==> config.mk <==
export PLATFORM = sky130hd
export DESIGN_NAME = multi_stack_shared_pool_flat
export DESIGN_NICKNAME = d
export VERILOG_FILES = /design/src/rtl/msp_pkg.sv /design/src/rtl/msp_if.sv /design/src/rtl/msp_ram.sv /design/src/rtl/multi_stack_shared_pool.sv /design/src/flat_wrapper.sv
export SDC_FILE = /design/constraint.sdc
export NUM_CORES = 1
export LEC_CHECK = 0
export ABC_AREA = 0
export BUFFER_PORTS_ARGS = -buffer_cell sky130_fd_sc_hd__clkbuf_2
export CAP_MARGIN = 20
export CORE_UTILIZATION = 50
export CTS_CLUSTER_SIZE = 24
export DETAILED_ROUTE_END_ITERATION = 16
export PLACE_DENSITY = 0.69
export SYNTH_ARGS = -nofsm -noshare
export SYNTH_HDL_FRONTEND = slang
export SYNTH_SLANG_ARGS = --single-unit
==> constraint.sdc <==
create_clock -name clk -period 4.21 [get_ports clk]
set_clock_uncertainty 0.05 [all_clocks]
set_input_delay 0.421 -clock clk [delete_from_list [all_inputs] [get_ports clk]]
set_output_delay 0.421 -clock clk [all_outputs]
set_load 0.005 [all_outputs]
==> src/rtl/msp_pkg.sv <==
`default_nettype none
// ----------------------------------------------------------------------------
// msp_pkg
// Shared types, codes and defaults for the multi-stack shared pool.
// ----------------------------------------------------------------------------
package msp_pkg;

  localparam int DATA_W = 32;

  localparam int NUM_STACKS_DEF = 4;
  localparam int POOL_DEPTH_DEF = 16;

  typedef logic [1:0]               kind_t;
  typedef logic [1:0]               stat_t;
  typedef logic [1:0]               sid_t;
  typedef logic signed [DATA_W-1:0] word_t;

  localparam kind_t KIND_PUSH = 2'd0;
  localparam kind_t KIND_POP  = 2'd1;
  localparam kind_t KIND_PEEK = 2'd2;

  localparam stat_t STAT_OK        = 2'd0;
  localparam stat_t STAT_OVERFLOW  = 2'd1;
  localparam stat_t STAT_UNDERFLOW = 2'd2;

  localparam word_t MOST_NEG = 32'sh8000_0000;

endpackage
`default_nettype wire

==> src/rtl/msp_if.sv <==
`default_nettype none
// ----------------------------------------------------------------------------
// msp_req_if / msp_rsp_if
// Request and result channels of the multi-stack shared pool.
// ----------------------------------------------------------------------------
interface msp_req_if;
  import msp_pkg::*;

  logic  valid;
  logic  ready;
  kind_t kind;
  sid_t  stack_id;
  word_t data_in;

  modport source (output valid, kind, stack_id, data_in, input ready);
  modport sink   (input valid, kind, stack_id, data_in, output ready);
endinterface

interface msp_rsp_if;
  import msp_pkg::*;

  logic  valid;
  logic  ready;
  word_t data_out;
  stat_t status;
  logic  stack_empty;
  logic  store_full;

  modport source (output valid, data_out, status, stack_empty, store_full, input ready);
  modport sink   (input valid, data_out, status, stack_empty, store_full, output ready);
endinterface
`default_nettype wire

==> src/rtl/msp_ram.sv <==
`default_nettype none
// ----------------------------------------------------------------------------
// msp_ram
// Generic single-write, single-read RAM with a registered read port.
// ----------------------------------------------------------------------------
module msp_ram #(
  parameter int WIDTH = 32,
  parameter int DEPTH = 16
) (
  input  wire logic                     clk,
  input  wire logic                     we,
  input  wire logic [$clog2(DEPTH)-1:0] waddr,
  input  wire logic [WIDTH-1:0]         wdata,
  input  wire logic                     re,
  input  wire logic [$clog2(DEPTH)-1:0] raddr,
  output logic      [WIDTH-1:0]         rdata
);

  logic [WIDTH-1:0] mem [DEPTH];

  always_ff @(posedge clk) begin
    if (we) begin
      mem[waddr] <= wdata;
    end
    // hold read data while no new read is issued
    if (re) begin
      rdata <= mem[raddr];
    end
  end

endmodule
`default_nettype wire

==> src/rtl/multi_stack_shared_pool.sv <==
`default_nettype none
// ----------------------------------------------------------------------------
// multi_stack_shared_pool
// Several LIFO stacks linked through one slot pool with a free list.
// ----------------------------------------------------------------------------
//  channel  | dir | handshake    | payload
//  ---------+-----+--------------+-----------------------------------------
//  in_ch    | in  | valid/ready  | kind, stack_id, data_in
//  out_ch   | out | valid/ready  | data_out, status, stack_empty, store_full
//
//  An item is accepted in ST_IDLE, which reads the data and link RAMs, and
//  written back in ST_EXEC, which modifies heads and writes the RAMs; the
//  registered RAM read sets this split. No new item is taken until the
//  last one is written back. Reset needs no clearing pass over the link
//  RAM, since a fill count marks slots never written, which read as their
//  initial link. A result held on out_ch stalls the write-back until taken.
// ----------------------------------------------------------------------------
module multi_stack_shared_pool #(
  parameter int NUM_STACKS = msp_pkg::NUM_STACKS_DEF,
  parameter int POOL_DEPTH = msp_pkg::POOL_DEPTH_DEF
) (
  input  wire logic clk,
  input  wire logic rst_n,
  msp_req_if.sink   in_ch,
  msp_rsp_if.source out_ch
);
  import msp_pkg::*;

  localparam int AW    = $clog2(POOL_DEPTH);
  localparam int LW    = $clog2(POOL_DEPTH + 1);
  localparam int SID_W = (NUM_STACKS > 1) ? $clog2(NUM_STACKS) : 1;

  localparam logic [LW-1:0] NULL_LINK = LW'(POOL_DEPTH);

  localparam logic ST_IDLE = 1'b0;
  localparam logic ST_EXEC = 1'b1;

  logic state_r, state_nxt;

  logic [LW-1:0] head_r [NUM_STACKS];
  logic [LW-1:0] free_head_r, free_head_nxt;
  logic [LW-1:0] fill_r, fill_nxt;

  // item held between accept and write-back
  kind_t            kind_r;
  logic [SID_W-1:0] sid_r;
  logic             vid_r;
  word_t            word_r;
  logic [LW-1:0]    top_r;
  logic [AW-1:0]    lraddr_r;

  logic          out_valid_r;
  word_t         out_data_r;
  stat_t         out_stat_r;
  logic          out_empty_r;
  logic          out_full_r;

  // accept side
  logic             in_fire;
  logic             in_vid;
  logic [SID_W-1:0] in_sid;
  logic [LW-1:0]    in_top;
  logic [AW-1:0]    in_lraddr;

  assign in_ch.ready = (state_r == ST_IDLE);
  assign in_fire     = in_ch.valid && in_ch.ready;
  assign in_vid      = int'(in_ch.stack_id) < NUM_STACKS;
  assign in_sid      = SID_W'(in_ch.stack_id);
  assign in_top      = in_vid ? head_r[in_sid] : NULL_LINK;
  assign in_lraddr   = (in_ch.kind == KIND_PUSH) ? free_head_r[AW-1:0] : in_top[AW-1:0];

  // RAMs
  logic             link_we, data_we;
  logic [AW-1:0]    link_waddr;
  logic [LW-1:0]    link_wdata, link_rdata, link_eff;
  logic [DATA_W-1:0] data_rdata;

  msp_ram #(.WIDTH(LW), .DEPTH(POOL_DEPTH)) u_link_ram (
    .clk   (clk),
    .we    (link_we),
    .waddr (link_waddr),
    .wdata (link_wdata),
    .re    (in_fire),
    .raddr (in_lraddr),
    .rdata (link_rdata)
  );

  msp_ram #(.WIDTH(DATA_W), .DEPTH(POOL_DEPTH)) u_data_ram (
    .clk   (clk),
    .we    (data_we),
    .waddr (free_head_r[AW-1:0]),
    .wdata (word_r),
    .re    (in_fire),
    .raddr (in_top[AW-1:0]),
    .rdata (data_rdata)
  );

  // a slot at the fill mark was never written: it still links to the next slot
  assign link_eff = (LW'(lraddr_r) == fill_r) ? LW'(lraddr_r) + LW'(1) : link_rdata;

  // write-back cycle
  logic          done;
  logic          is_read, push_ok, top_ok;
  logic [LW-1:0] head_after;
  word_t         dout;
  stat_t         stat;

  always_comb begin
    done          = (state_r == ST_EXEC) && (!out_valid_r || out_ch.ready);
    is_read       = (kind_r == KIND_POP) || (kind_r == KIND_PEEK);
    push_ok       = (kind_r == KIND_PUSH) && vid_r && (free_head_r < NULL_LINK);
    top_ok        = vid_r && (top_r < NULL_LINK);
    head_after    = top_r;
    free_head_nxt = free_head_r;
    fill_nxt      = fill_r;
    link_we       = 1'b0;
    data_we       = 1'b0;
    link_waddr    = free_head_r[AW-1:0];
    link_wdata    = top_r;
    dout          = '0;
    stat          = STAT_OK;

    if (kind_r == KIND_PUSH) begin
      if (push_ok) begin
        head_after    = free_head_r;
        free_head_nxt = link_eff;
        link_we       = done;
        data_we       = done;
        if (free_head_r == fill_r) begin
          fill_nxt = fill_r + LW'(1);
        end
      end else begin
        stat = STAT_OVERFLOW;
      end
    end else if (is_read) begin
      if (top_ok) begin
        dout = word_t'(data_rdata);
        if (kind_r == KIND_POP) begin
          head_after    = link_eff;
          free_head_nxt = top_r;
          link_we       = done;
          link_waddr    = top_r[AW-1:0];
          link_wdata    = free_head_r;
        end
      end else begin
        stat = STAT_UNDERFLOW;
        dout = MOST_NEG;
      end
    end
  end

  always_comb begin
    state_nxt = state_r;
    unique case (state_r)
      ST_IDLE: if (in_fire) state_nxt = ST_EXEC;
      ST_EXEC: if (done)    state_nxt = ST_IDLE;
      default: state_nxt = ST_IDLE;
    endcase
  end

  always_ff @(posedge clk) begin
    if (!rst_n) begin
      state_r     <= ST_IDLE;
      free_head_r <= '0;
      fill_r      <= '0;
      out_valid_r <= 1'b0;
      for (int i = 0; i < NUM_STACKS; i++) begin
        head_r[i] <= NULL_LINK;
      end
    end else begin
      state_r <= state_nxt;
      if (done) begin
        free_head_r <= free_head_nxt;
        fill_r      <= fill_nxt;
        if (vid_r) begin
          head_r[sid_r] <= head_after;
        end
      end
      if (done) begin
        out_valid_r <= 1'b1;
      end else if (out_ch.ready) begin
        out_valid_r <= 1'b0;
      end
    end
  end

  always_ff @(posedge clk) begin
    if (in_fire) begin
      kind_r   <= in_ch.kind;
      sid_r    <= in_sid;
      vid_r    <= in_vid;
      word_r   <= in_ch.data_in;
      top_r    <= in_top;
      lraddr_r <= in_lraddr;
    end
    if (done) begin
      out_data_r  <= dout;
      out_stat_r  <= stat;
      out_empty_r <= !(vid_r && (head_after < NULL_LINK));
      out_full_r  <= !(free_head_nxt < NULL_LINK);
    end
  end

  assign out_ch.valid       = out_valid_r;
  assign out_ch.data_out    = out_data_r;
  assign out_ch.status      = out_stat_r;
  assign out_ch.stack_empty = out_empty_r;
  assign out_ch.store_full  = out_full_r;

endmodule
`default_nettype wire

==> src/flat_wrapper.sv <==
// flat-port wrapper written by rule: the top's interface ports become plain ports
module multi_stack_shared_pool_flat import msp_pkg::*;
#(
  parameter int NUM_STACKS = msp_pkg::NUM_STACKS_DEF,
  parameter int POOL_DEPTH = msp_pkg::POOL_DEPTH_DEF
)
  (clk, rst_n, in_ch_valid, in_ch_kind, in_ch_stack_id, in_ch_data_in, in_ch_ready, out_ch_valid, out_ch_data_out, out_ch_status, out_ch_stack_empty, out_ch_store_full, out_ch_ready);
  msp_req_if in_ch_i ();
  msp_rsp_if out_ch_i ();
  input  wire logic clk;
  input  wire logic rst_n;
  input wire logic [$bits(in_ch_i.valid)-1:0] in_ch_valid;
  input wire logic [$bits(in_ch_i.kind)-1:0] in_ch_kind;
  input wire logic [$bits(in_ch_i.stack_id)-1:0] in_ch_stack_id;
  input wire logic [$bits(in_ch_i.data_in)-1:0] in_ch_data_in;
  output wire logic [$bits(in_ch_i.ready)-1:0] in_ch_ready;
  output wire logic [$bits(out_ch_i.valid)-1:0] out_ch_valid;
  output wire logic [$bits(out_ch_i.data_out)-1:0] out_ch_data_out;
  output wire logic [$bits(out_ch_i.status)-1:0] out_ch_status;
  output wire logic [$bits(out_ch_i.stack_empty)-1:0] out_ch_stack_empty;
  output wire logic [$bits(out_ch_i.store_full)-1:0] out_ch_store_full;
  input wire logic [$bits(out_ch_i.ready)-1:0] out_ch_ready;
  assign in_ch_i.valid = in_ch_valid;
  assign in_ch_i.kind = in_ch_kind;
  assign in_ch_i.stack_id = in_ch_stack_id;
  assign in_ch_i.data_in = in_ch_data_in;
  assign in_ch_ready = in_ch_i.ready;
  assign out_ch_valid = out_ch_i.valid;
  assign out_ch_data_out = out_ch_i.data_out;
  assign out_ch_status = out_ch_i.status;
  assign out_ch_stack_empty = out_ch_i.stack_empty;
  assign out_ch_store_full = out_ch_i.store_full;
  assign out_ch_i.ready = out_ch_ready;
  multi_stack_shared_pool #(.NUM_STACKS(NUM_STACKS), .POOL_DEPTH(POOL_DEPTH)) u_core (.clk(clk), .rst_n(rst_n), .in_ch(in_ch_i), .out_ch(out_ch_i));
endmodule
=== Word level (Yosys, flattened, before mapping) ===
Memories as Yosys holds them, arrays and structs flattened. A register that Yosys moved wholly into a read port is not among the register bits.
Cells that the tools add are included.
Widths: inputs -> output; s select.

* $add $sub $neg: 2
* Multipliers: 0
* Div/mod/pow operators: 0
* Order comparisons: 4
* Eq/ne operators: 4
* Shift operators: 0
* Muxes and demuxes: 47
* Bitwise gates (word level): 3
* Reductions and logical operators: 15

{| class="wikitable"
|+ Operator list
! operator !! count
|-
| $mux 5 || 16
|-
| $mux 32 || 1
|-
| $lt 5x5->1 const B || 4
|-
| $mux 1 || 20
|-
| $mux 4 || 5
|-
| $mux 2 || 4
|-
| $add 4x1->5 const B || 1
|-
| $add 5x1->5 const B || 1
|-
| $eq 4x5->1 || 1
|-
| $eq 5x5->1 || 1
|-
| $reduce_or 5->1 || 1
|-
| $logic_not 2->1 || 2
|-
| $reduce_and 4->1 || 1
|-
| $logic_and 1x1->1 || 3
|-
| $logic_not 1->1 || 3
|-
| $not 1->1 || 3
|-
| $reduce_or 3->1 || 1
|-
| $eq 2x1->1 const B || 1
|-
| $eq 2x2->1 const B || 1
|-
| $logic_or 1x1->1 || 2
|-
| $pmux 1 s2 || 1
|-
| $reduce_bool 2->1 || 1
|-
| $reduce_or 2->1 || 1
|}

* Flip-flop bits (word level): 93
* Bits in latches: 0
* Bits in writable memories: 612
* Memory bits (read-only): 0
* Bits of input ports: 40
* Output and inout bits: 38
* Word-level logic and storage cells: 92
* Memories kept: 3

{| class="wikitable"
|+ Memory list
! memory !! depth !! width !! rd ports !! clocked after memory_dff !! wr ports !! RTL line !! RTL
|-
| u_core.u_data_ram.mem || 16 || 32 || 1 || 1 || 1 || msp_ram.sv:19 || <nowiki>logic [WIDTH-1:0] mem [DEPTH];</nowiki>
|-
| u_core.u_link_ram.mem || 16 || 5 || 1 || 1 || 1 || msp_ram.sv:19 ||
|-
| u_core.head_r || 4 || 5 || 1 || 0 || 4 || multi_stack_shared_pool.sv:40 || <nowiki>logic [LW-1:0] head_r [NUM_STACKS];</nowiki>
|}

=== Depth between registers and ports, before layout ===
* Word-level depth: 9
* Gate-level depth with buffers: 12
* Depth with buffers taken out: 10

=== Modules after synthesis ===
Synthesis repeated with hierarchy kept, for this count alone.

* Cell total of the unflattened synthesis: 1330
* Area total of the unflattened synthesis: 28190.8 sq um

{| class="wikitable"
|+ By module, submodules not included
! module !! times used !! cells each !! area an instance (sq um)
|-
| msp_ram (u_core.u_data_ram) || 1 || 838 || 20155.6
|-
| multi_stack_shared_pool || 1 || 337 || 4772.1
|-
| msp_ram (u_core.u_link_ram) || 1 || 155 || 3263.1
|}

=== Worst setup path before layout ===
Ideal clock, no wire load.

* Kind: input port to flip-flop
* From: input in_ch_valid
* To: register u_core.kind_r[0], enable pin
* Data arrival time: 4.004 ns
* Data required time: 3.627 ns
* Setup slack: -0.377 ns
* Stages on the path: 1
* Buffers on the path: 0
* Cells stage by stage: nor2b_1

* Word-level cells in the longest chain between the ends: 1

{| class="wikitable"
|+ RTL lines
! item !! RTL line !! RTL
|-
| start: declaration || flat_wrapper.sv:12 || <nowiki>input wire logic [$bits(in_ch_i.valid)-1:0] in_ch_valid;</nowiki>
|-
| $logic_and 1x1->1 || multi_stack_shared_pool.sv:66 || <nowiki>assign in_fire = in_ch.valid && in_ch.ready;</nowiki>
|-
| end signal: assignment || multi_stack_shared_pool.sv:189 || <nowiki>kind_r <= in_ch.kind;</nowiki>
|-
| end: declaration || multi_stack_shared_pool.sv:45 || <nowiki>kind_t kind_r;</nowiki>
|}

Every way passes these cells.
A chain may end at the register's enable or synchronous reset.

=== Worst setup path after layout ===
* From: register u_core.kind_r[0]
* To: memory u_core.u_data_ram.mem[10][9], enable pin

* Word-level cells in the longest chain between the ends: 6

{| class="wikitable"
|+ RTL lines
! item !! RTL line !! RTL
|-
| $logic_not 2->1 (*) || multi_stack_shared_pool.sv:111, multi_stack_shared_pool.sv:123 ||
|-
| $logic_and 1x1->1 || multi_stack_shared_pool.sv:111 || <nowiki>push_ok = (kind_r == KIND_PUSH) && vid_r && (free_head_r < NULL_LINK);</nowiki>
|-
| $mux 1 || multi_stack_shared_pool.sv:124 || <nowiki>if (push_ok) begin</nowiki>
|-
| $mux 1 (*) || multi_stack_shared_pool.sv:123 || <nowiki>if (kind_r == KIND_PUSH) begin</nowiki>
|-
| $mux 1 (*) || msp_ram.sv:22 || <nowiki>if (we) begin</nowiki>
|-
| $mux 1 (implied by the code) (*) || msp_ram.sv:23 || <nowiki>mem[waddr] <= wdata;</nowiki>
|-
| end: declaration || msp_ram.sv:19 ||
|}

Mark *: on every way between the ends. The rest lies on a longest branch, timed or not.

==> metrics.md <==
| Metric | Value |
|---|---|
| Outcome | `complete, no violations` |
| Proportion of synthesized chip area in sequential cells | `0.775` |
| Resized cells post-CTS | `0` |
| CP Data Arrival Time | `~3.5 ns` |
| Worst Slack Setup Final | `0.956 ns` |
| Nets | `~2000` |
| Sequential group share of total power | `0.529` |
| Max-slew violation count | `0` |
| Total clock buffers created by CTS | `74` |
| Clk slew on worst S/H paths | `0.06 ns` |
| Number of fill cells in the layout | `4204` |
| Share of async-settable or async-resettable flops after synthesis | `0` |
| Number of synthesized flops with an enable pin | `between 700 and 800` |
| Number of warnings printed during yosys synthesis | `0` |
| Vias in the first global route | `~16000` |
| Count of state elements after synthesis | `~740` |
| Critical-path maximum fanout | `23` |
| Clock share of power | `0.409` |
| Family with the most delay on the worst path | `simple AND/OR/NAND/NOR gates` |
| Share of final-layout standard cells stronger than drive strength 1 | `0.168` |
| Commonest cells post-synth | `730 x edfxtp_1, 341 x nand2_1, 147 x nand3_1` |
| Post-synthesis instance total | `1817` |
| Net count of the mapped netlist | `between 1500 and 2000` |
| Total negative slack | `0 ns` |
| Number of hold buffers added after CTS | `34` |
| Crit-path max cell delay | `about 0.48 ns` |
| Ratio of routed vias to standard cells | `~5.8` |
| Die Y | `roughly 240 µm` |
| Required @ worst endpoint | `4.43 ns` |
| DRC viols | `0` |
| All-Layer GR Usage | `0.225` |
| Die footprint | `about 58000 µm²` |
| Detail-routed net length per standard cell | `23.2 µm` |
| Global-route congestion overflow total | `0` |
| Worst hold path class | `primary input to register` |
| Number of buffer cells added on primary ports | `77` |
| Final min period | `~3.3 ns` |
| Slew headroom | `0.273` |
| Power density over cell area | `487 nW/µm²` |
| Portion of synthesized cell area occupied by the leading cell type | `0.766` |
| Total via count after detailed routing | `approximately 16000` |
| Sink Count | `742` |
| Number of placement rows | `87` |
| Fin crit share | `0.773` |
| Util after Layout | `0.579` |
| Netlist cell types | `between 40 and 50` |
| Count of H-tree levels built during CTS | `3` |
| Internal power summed over all cells | `12.4 mW` |
| Pre-Repair DR Iteration Count | `8` |
| X dimension of the die | `around 240 µm` |
| Post-Synthesis Cell Area | `between 20000 and 30000 µm²` |
| Worst slack at placement | `between 0.9 and 1 ns` |
| Yosys top cell by area | `edfxtp_1` |
| Flip-flop cell with the highest count after synthesis | `edfxtp_1` |
| Comb power frac | `0.063` |
| Clock root buffer | `clkbuf_16` |
| Slew at the pin with the worst max-slew slack | `1.09 ns` |
| Final worst hold slack | `about 0.038 ns` |
| Setup repair after global routing missed its margin | `no` |
| Critical Path, Cell by Cell | `inv_1 -> ha_1 -> nor2b_1 -> and3_1 -> nand3b_1 -> nor2_4 -> buf_4` |
| Starting DRT DRC Count | `~1700` |
| Class of the most critical setup path | `register to register` |
| Static Leak | `around 11 nW` |
| Worst VDD drop | `0.309 mV` |
| Maximum frequency from static timing analysis | `about 300 MHz` |
| Power dissipated by switching net loads | `approximately 3.5 mW` |
| Area growth, synth to finish | `14.4%` |
| Worst Path Buf+Inv | `2` |
| Placer Congestion | `~0.9` |
| Setup repair bufs after CTS | `0` |
| Clock tree from TritonCTS | `built` |
| Maxcap violations | `0` |
| Deepest clock path buffer count | `3` |
| Number of antenna violations at the first check in global routing | `1` |
| Mean instance size in the synthesized netlist | `15.7 µm²` |
| Critical Path Sink Type | `register` |
| Standard cell with the maximum stage delay on the critical path | `nor2_4` |
| Total wire length after detailed routing | `64100 µm` |
| DRT antenna net count | `0` |
| Final number of setup-violating endpoints | `0` |
| HPWL after detailed placement | `about 36000 µm` |
| Startpoint Class | `register` |
| Antenna fix cells | `0` |
| Top post-synthesis cells by area | `edfxtp_1 77%, mux4_2 5.2%, nand2_1 4.5%` |
| Effective utilization at floorplan | `0.506` |
| Pin count of the biggest net entering global routing | `between 100 and 150` |
| Switching power as a share of total power | `0.222` |
| Area of the core | `56500 µm²` |
| Most numerous cell in the Yosys netlist | `edfxtp_1` |
| I/O pin total | `78` |
| Wire length of the first global-routing pass | `96400 µm` |
| Insertion delay to the later sink of the worst-skew pair | `roughly 0.63 ns` |
| Final Hold Fails | `0` |
per-layer routing:
layer	routed length [µm]	GRT usage	vias up
li1	-	-	7138
met1	26800	0.319	8063
met2	31000	0.361	713
met3	4730	0.0345	104
met4	1460	0.0723	0
met5	0	0	-
worst paths after layout:
path,slack (ns),end,start,cells after the start
worst max register to register,0.96,u_core.u_data_ram.mem[10][9],u_core.kind_r[0],7
worst max-delay path,0.96,u_core.u_data_ram.mem[10][9],u_core.kind_r[0],7
worst min-delay path,0.04,u_core.state_r,in_ch_valid,3
worst min register to register,0.47,u_core.out_ch.data_out[20],u_core.u_data_ram.rdata[20],1
flip-flops by register name, indices dropped and copies added, names as in the netlist, 2 cells and up:
name / cells
u_core.u_data_ram.mem: 512
u_core.u_link_ram.mem: 80
u_core.out_ch.data_out: 32
u_core.u_data_ram.rdata: 32
u_core.word_r: 32
u_core.head_r: 20
u_core.fill_r: 5
u_core.free_head_r: 5
u_core.top_r: 5
u_core.u_link_ram.rdata: 5
u_core.lraddr_r: 4
u_core.kind_r: 2
u_core.out_ch.status: 2
u_core.sid_r: 2
cell families (layout without fill, tap and decap cells):
kind of cell | count (synthesis) | in the layout | share of synthesized area
flip-flops | 742 | 742 | 0.775
AND/OR/NAND/NOR | 656 | 656 | 0.101
AO/OA/AOI/OAI | 198 | 198 | 0.0400
buffers and inverters | 117 | 301 | 0.0187
multiplexers | 87 | 87 | 0.0599
XOR/XNOR | 13 | 13 | 0.00398
adder cells (fa/ha/maj) | 4 | 4 | 0.00175
cells in the final DEF, fill, tap and decap left out, drive strengths merged, types with 15 or more instances in the layout:
cell type and count:
a21oi 111, and2 37, buf 47, clkbuf 161, clkinv 32, dlygate4sd3 34, edfxtp 730, inv 15
mux2i 17, mux4 66, nand2 341, nand3 147, nor2 57, nor3 43, o21ai 15, o22ai 35
worst register-to-register path, cell delays in order, from the launching register on:
cell and delay (ns):
edfxtp_1 0.39, inv_1 0.07, ha_1 0.37, nor2b_1 0.41, and3_1 0.34, nand3b_1 0.33, nor2_4 0.48, buf_4 0.45
power groups by stage:
stage	Clock, mW	Sequential [mW]	Combinational (mW)
3_3_place_gp	0	8.58	0.952
2_1_floorplan	0	8.51	0.684
4_1_cts	6.62	8.43	1.00
3_5_place_dp	0	8.59	0.970
6_report	6.52	8.43	0.997
5_1_grt	6.90	8.45	1.09
final cells by class:
cell class	instances	area (µm²)	area share
clock buffers	84	1900	0.0580
clock inverters	44	512	0.0156
inverters	15	63.8	0.00195
multi-input cells	958	6060	0.185
flip-flops and latches	742	22200	0.677
well taps	756	946	0.0289
repair buffers	158	1090	0.0333
through the flow:
step           area [µm²]  total power [mW]  instances
6_report            32700              15.9       2757
5_1_grt             32700              16.4       2757
4_1_cts             32700              16.1       2757
3_5_place_dp        30000              9.56       2595
3_3_place_gp        30000              9.54       2593
2_1_floorplan       28600              9.20       1817
No activity file was read; power rests on OpenSTA's default activity.
